File: src/bcrf_pkg.sv
// Package for the batched-commit ring FIFO: command, status and field-width constants,
// and the command entry type passed from the front end to the back end.
// No dependencies.
`timescale 1ns / 1ps
`default_nettype none

package bcrf_pkg;

	// Field widths fixed by the interface
	localparam int CMD_W    = 3;
	localparam int WORD_W   = 64;
	localparam int MAXC_W   = 7;
	localparam int CNT_W    = 9;
	localparam int STATUS_W = 2;

	// Command codes; unused codes are folded into CMD_NOP by the front end
	localparam logic [CMD_W-1:0] CMD_WRITE = 3'd0;
	localparam logic [CMD_W-1:0] CMD_FLUSH = 3'd1;
	localparam logic [CMD_W-1:0] CMD_READ  = 3'd2;
	localparam logic [CMD_W-1:0] CMD_PEEK  = 3'd3;
	localparam logic [CMD_W-1:0] CMD_SEEK  = 3'd4;
	localparam logic [CMD_W-1:0] CMD_NOP   = 3'd7;

	// Result status codes
	localparam logic [STATUS_W-1:0] ST_OK      = 2'd0;
	localparam logic [STATUS_W-1:0] ST_EMPTY   = 2'd1;
	localparam logic [STATUS_W-1:0] ST_FULL    = 2'd2;
	localparam logic [STATUS_W-1:0] ST_CLAMPED = 2'd3;

	// Flush threshold after reset
	localparam logic [CNT_W-1:0] THRESH_RESET = 9'd16;

	// Classified request held in the queue between front and back
	typedef struct packed {
		logic [CMD_W-1:0]  kind;
		logic [WORD_W-1:0] write_word;
		logic              end_of_batch;
		logic              flush_now;
		logic [MAXC_W-1:0] burst_lim;
		logic [CNT_W-1:0]  seek_count;
	} cmd_entry_t;

endpackage

`default_nettype wire

File: src/bcrf_front.sv
// Front end of the batched-commit ring FIFO: takes requests, classifies them and
// holds them in a two-entry queue for the back end. Uses bcrf_pkg.
`timescale 1ns / 1ps
`default_nettype none

module bcrf_front
	import bcrf_pkg::*;
#(
	parameter int MAX_BURST = 64
) (
	input  wire logic              clk,
	input  wire logic              arst_n,
	input  wire logic              start,
	input  wire logic [CMD_W-1:0]  cmd,
	input  wire logic [WORD_W-1:0] write_word,
	input  wire logic              end_of_batch,
	input  wire logic              flush_now,
	input  wire logic [MAXC_W-1:0] max_count,
	input  wire logic [CNT_W-1:0]  seek_count,
	output logic                   busy,
	output logic                   q_valid,
	output cmd_entry_t             q_entry,
	input  wire logic              q_pop
);

	localparam int QDEPTH = 2;
	localparam int QAW    = 1;
	localparam logic [MAXC_W-1:0] BURST_LIM = MAXC_W'(MAX_BURST);

	cmd_entry_t       entries_q [QDEPTH];
	logic [QAW-1:0]   wr_ptr_q;
	logic [QAW-1:0]   rd_ptr_q;
	logic [QAW:0]     count_q;
	cmd_entry_t       new_entry;
	logic             push;

	// Classify: fold unused codes, clamp the burst length
	always_comb begin
		new_entry = '0;
		case (cmd)
			CMD_WRITE, CMD_FLUSH, CMD_READ, CMD_PEEK, CMD_SEEK: new_entry.kind = cmd;
			default: new_entry.kind = CMD_NOP;
		endcase
		new_entry.write_word   = write_word;
		new_entry.end_of_batch = end_of_batch;
		new_entry.flush_now    = flush_now;
		new_entry.burst_lim    = (max_count > BURST_LIM) ? BURST_LIM : max_count;
		new_entry.seek_count   = seek_count;
	end

	assign busy    = (count_q == (QAW+1)'(QDEPTH));
	assign push    = start && !busy;
	assign q_valid = (count_q != '0);
	assign q_entry = entries_q[rd_ptr_q];

	// Queue storage
	always_ff @(posedge clk) begin
		if (push) begin
			entries_q[wr_ptr_q] <= new_entry;
		end
	end

	// Queue pointers and fill count
	always_ff @(posedge clk or negedge arst_n) begin
		if (!arst_n) begin
			wr_ptr_q <= '0;
			rd_ptr_q <= '0;
			count_q  <= '0;
		end else begin
			if (push) begin
				wr_ptr_q <= wr_ptr_q + 1'b1;
			end
			if (q_pop) begin
				rd_ptr_q <= rd_ptr_q + 1'b1;
			end
			case ({push, q_pop})
				2'b10:   count_q <= count_q + 1'b1;
				2'b01:   count_q <= count_q - 1'b1;
				default: count_q <= count_q;
			endcase
		end
	end

endmodule

`default_nettype wire

File: config.mk
export PLATFORM = sky130hd
export DESIGN_NAME = bcrf_front
export DESIGN_NICKNAME = d
export VERILOG_FILES = /design/src/bcrf_pkg.sv /design/src/bcrf_front.sv
export SDC_FILE = /design/constraint.sdc
export NUM_CORES = 1
export LEC_CHECK = 0
export BUFFER_PORTS_ARGS = -buffer_cell sky130_fd_sc_hd__buf_2
export CAP_MARGIN = 40
export CORE_ASPECT_RATIO = 0.5
export CORE_MARGIN = 8
export CORE_UTILIZATION = 46
export DETAILED_ROUTE_END_ITERATION = 8
export MAX_ROUTING_LAYER = met4
export PLACE_DENSITY = 0.74
export SETUP_SLACK_MARGIN = 0.3
export SLEW_MARGIN = 20
export SYNTH_ARGS = -nofsm -noshare
export SYNTH_HDL_FRONTEND = slang
export SYNTH_SLANG_ARGS = --single-unit
File: constraint.sdc
create_clock -name clk -period 5.7 [get_ports clk]
set_clock_uncertainty 0.15 [all_clocks]
set_input_delay 0.285 -clock clk [delete_from_list [all_inputs] [get_ports clk]]
set_output_delay 0.285 -clock clk [all_outputs]
set_load 0.03 [all_outputs]
# Word-level counts from Yosys, hierarchy flattened
# Memories as Yosys holds them, arrays and structs flattened.
# Index checks and enable logic that the tools add are counted.
[totals] register_bits=4 ram_bits=170 input_bits=89 output_inout_bits=87 word_cells=27 n_memories=1
[mem_list] name="entries_q" words=2 word_bits=85 rd=1 rd_ports_with_merged_regs=0 write_ports=1 line_no="bcrf_front.sv:30" rtl="cmd_entry_t entries_q [QDEPTH];"
[classes] add_sub_neg=4 magnitude_cmp=1 eq_ne=7 muxes=5 reduce_logical=6
[op_table] operator="7-bit greater-than comparator, second input constant" count=1
[op_table] operator="7-bit two-way mux" count=1
[op_table] operator="3-bit by 2-bit equality test with 1-bit output, second input constant" count=2
[op_table] operator="5-bit OR reduction" count=1
[op_table] operator="2-bit equality test, second input constant" count=2
[op_table] operator="2-bit case mux with 2 select lines" count=1
[op_table] operator="2-bit nonzero test" count=2
[op_table] operator="3-bit by 1-bit equality test with 1-bit output, second input constant" count=1
[op_table] operator="3-bit equality test, second input constant" count=1
[op_table] operator="3-bit zero test" count=1
[op_table] operator="3-bit two-way mux" count=1
[op_table] operator="1-bit adder, second input constant" count=2
[op_table] operator="2-bit by 1-bit adder with 2-bit output, second input constant" count=1
[op_table] operator="2-bit by 1-bit equality test with 1-bit output, second input constant" count=1
[op_table] operator="1-bit two-way mux" count=2
[op_table] operator="2-bit by 1-bit subtractor with 2-bit output, second input constant" count=1
[op_table] operator="1-bit logical AND" count=1
[op_table] operator="1-bit zero test" count=1

# Longest topological paths before layout
[depth] word_depth=5 mapped_depth=6 mapped_depth_nobuf=6

# Worst setup path after synthesis
# Ideal clock, no wire load.
[synth_path] path_kind="register to register" startpoint="register count_q[0]" endpoint="memory entries_q[0][0] (netlist name), enable pin" setup_time_ps=529 arrival_time_ps=4172 required_ps=5021 setup_slack_ps=849 stages_incl_launch_ff=4 path_buffers=0 period_less_slack_ps=4851 path_cell_list="dfrtp_1 > nand2b_1 > nand2_1 > nor2_1"
[synth_between] elab_chain_cells=5
[synth_rtl] item="from (decl)" line_no="bcrf_front.sv:33" rtl="logic [QAW:0] count_q;"
[synth_rtl] item="from (signal assigned)" line_no="bcrf_front.sv:77" rtl="2'b10: count_q <= count_q + 1'b1;"
[synth_rtl] item="from (signal assigned)" line_no="bcrf_front.sv:78" rtl="2'b01: count_q <= count_q - 1'b1;"
[synth_rtl] item="from (signal assigned)" line_no="bcrf_front.sv:79" rtl="default: count_q <= count_q;"
[synth_rtl] item="2-bit equality test" line_no="bcrf_front.sv:51" rtl="assign busy = (count_q == (QAW+1)'(QDEPTH));"
[synth_rtl] item="1-bit zero test" line_no="bcrf_front.sv:52" rtl="assign push = start && !busy;"
[synth_rtl] item="1-bit logical AND" line_no="bcrf_front.sv:52"
[synth_rtl] item="1-bit two-way mux" line_no="bcrf_front.sv:58" rtl="if (push) begin"
[synth_rtl] item="1-bit two-way mux (not written as such)" line_no="bcrf_front.sv:59" rtl="entries_q[wr_ptr_q] <= new_entry;"
[synth_rtl] item="to (decl)" line_no="bcrf_front.sv:30"
# No other way between the ends.

==> summary.md <==
| Metric | Value |
|---|---|
| Outcome | `finished, final reports clean` |
| TritonCTS clock tree | `built` |
| Pwr Total | `4.863 mW` |
| H-tree level count | `4` |
| Final std cells w/o fill | `768` |
| Netlist area before placement | `approximately 6600 um^2` |
| Largest net degree at the start of global routing | `just over 50` |
| Total power divided by cell area | `535.5 nW/um^2` |
| Maximum buffer depth of the clock tree | `2` |
| Post-placement setup slack | `3.057 ns` |
| Kind of end point of the critical path | `output pin` |
| Combinational group share of total power | `0.348` |
| Proportion of synthesized chip area in sequential cells | `0.7900` |
| Average footprint of a synthesized cell | `22.56 um^2` |
| Max Freq | `approximately 330 MHz` |
| Number of filler cells placed in the layout | `983` |
| Number of nets at the end of the flow | `647` |
| Final clock period utilization by the worst path | `0.5358` |
| Antenna violations before repair | `0` |
| Number of violations of the max-capacitance limit | `0` |
| CP required | `5.27 ns` |
| Switching power as a share of total power | `0.3442` |
| Height of the chip | `100.6 um` |
| Final cell area excluding filler cells | `9082 um^2` |
| Most area-consuming cells after synthesis | `edfxtp_1, mux2_4, mux2_2` |
| FP Rows | `31` |
| Maximum ir drop on the vdd rail | `~0.00025 V` |
| Seq cells post-synth | `174` |
| Post-route setup slack | `2.646 ns` |
| Post-Place Cells | `657` |
| Data arrival at the endpoint of the critical path | `2.62 ns` |
| Antenna violation net count after detailed routing | `0` |
| Post-CTS setup buffers | `0` |
| Routability Congestion | `0.7139` |
| Vias in the first global route | `4018` |
| Slew at the pin closest to its max-slew limit | `roughly 0.78 ns` |
| Clock latency on the worst-skew pair | `approximately 0.4 ns` |
| RSZ-0062 raised after global routing | `false` |
| Number of search-and-repair iterations in the first detailed-routing pass | `4` |
| Grt total ovfl | `0` |
| Synth cell count leaders | `edfxtp_1, mux2_2, mux2_4, nor2b_1` |
| Setup violators final | `0` |
| Net Sw Power | `1.674 mW` |
| Number of different library cells in the post-synthesis netlist | `20` |
| Launching element type of the critical path | `flip-flop` |
| Clock sink total | `between 150 and 200` |
| Die Width | `185.3 um` |
| First-pass GRT wire length | `20.48 mm` |
| Tightest slew margin relative to the limit | `0.4812` |
| Synth Flop Type | `edfxtp_1` |
| Worst-path maximum fanout | `50` |
| Gr usage total | `0.1479` |
| Iteration-0 DRC count of the detailed router | `137` |
| Effective utilization at floorplan | `0.4629` |
| Dpl hpwl | `8.546 mm` |
| Placed Instance Area | `between 7000 and 8000 um^2` |
| Class of the tightest hold or removal check | `in2reg` |
| Post-synth net total | `between 300 and 400` |
| Area of the core | `14230 um^2` |
| Detail-routed net length per standard cell | `17.20 um` |
| Sequential group share of total power | `0.391` |
| Per-cell via count in the routed design | `4.629` |
| DRC violation count after routing | `0` |
| Syn. warnings | `0` |
| Area overhead of the layout relative to synthesis | `37.85%` |
| Num CTS Buffers | `17` |
| Kind of critical path | `reg2out` |
| Cell taking the most area after synthesis | `edfxtp_1` |
| CTS clk-pin slew, worst paths | `0.06 ns` |
| Number of top-level design ports | `176` |
| Total internal power | `between 3 and 4 mW` |
| Min Clock Period, post-route | `3.054 ns` |
| Clk pwr share | `0.262` |
| Slew Viols, Final | `0` |
| Count of antenna diodes in the layout | `0` |
| Post-synth ARST share | `0.02299` |
| Static Leak | `3.566 nW` |
| Layout cells sized above 1 | `0.5263` |
| EDFF count, synth | `170` |
| Number of hold-slack violations in the final timing report | `0` |
| Die Footprint | `roughly 19000 um^2` |
| PortBufs | `175` |
| Setup total negative slack | `0 ns` |
| Library cell with the highest instance count after synthesis | `edfxtp_1` |
| Total via count after detailed routing | `between 3000 and 4000` |
| Area share of the largest cell type after synthesis | `0.7748` |
| Gate count after technology mapping | `292` |
| CTS Root Cell | `clkbuf_16` |
| DRT Wirelength | `~13 mm` |
## critical path, cell delays in order (launching register included)
cell,delay [ns]
dfrtp_4,0.93
buf_4,0.63
mux2_2,0.42
buf_2,0.18
## kinds of logic after synthesis
logic type / count (synthesis) / synth area share
mux: 85 / 0.1681
compound gates: 2 / 0.002278
buf+inv: 13 / 0.02089
simple gates: 12 / 0.01026
flops: 174 / 0.7900
xor+xnor: 5 / 0.006648
fa+ha+maj: 1 / 0.001899
## layout make-up
class                   instances  area (um^2)  share of cell area
repair buffers                258         1709              0.1882
clock inverters                15        229.0             0.02521
flip-flops and latches        174         5209              0.5735
well taps                     198        247.7             0.02728
multi-input cells             105         1259              0.1386
inverters                       1        3.754           0.0004133
clock buffers                  17        425.4             0.04684
## what timing repair did
action	4_1_cts	5_1_grt
gates resized for setup	0	0
hold buffers	79	0
endpoints found under the hold margin	159	0
## stage by stage
stage	utilization	hold WS [ns]
floorplan	-	-0.1606
global placement	0.5351	-0.05551
detailed placement	0.5365	-0.05086
CTS	0.6380	0.03305
global route	0.6380	0.03939
finish	0.6380	0.04313
## final timing paths
kind | startpoint | to | slack (ns) | cells after the start
max reg2reg | count_q[0] | entries_q[0][30] | 3.20 | 5
min reg2reg | count_q[1] | count_q[1] | 0.34 | 1
min in group asynchronous | arst_n | count_q[1] | 0.09 | 2
max | rd_ptr_q | q_entry[79] | 2.65 | 3
max in group asynchronous | arst_n | rd_ptr_q | 5.17 | 2
min | cmd[0] | entries_q[0][82] | 0.04 | 2
## metal layers
layer,track usage,vias up,wire length (um),part of all wire
li1,-,1677,-,-
met1,0.1453,1797,5006,0.38
met2,0.2892,71,7656,0.58
met3,0.02914,10,405,0.031
met4,0.04890,0,139,0.011
met5,-,-,0,0
## registers in the layout (all words and copies together) (netlist names)
signal     count
entries_q    170
count_q        2
rd_ptr_q       1
wr_ptr_q       1
## layout by cell type, fill, tap and decap left out, types with 5 or more instances in the layout
cell	synthesis	final
buf_2	4	175
edfxtp_1	170	170
dlygate4sd3_1	0	79
mux2_2	45	45
mux2_4	40	40
clkbuf_16	0	17
nor2b_1	6	6
inv_6	0	6
bufinv_16	0	5
## power groups by stage
stage	Clock [mW]	Combinational, mW	Sequential, mW
after floorplan	0	1.37	1.86
after global placement	0	1.65	1.91
after detailed placement	0	1.67	1.93
after CTS	1.30	1.72	1.90
after global routing	1.35	1.78	1.93
final	1.27	1.69	1.90
(Power assumes the default switching activity.)
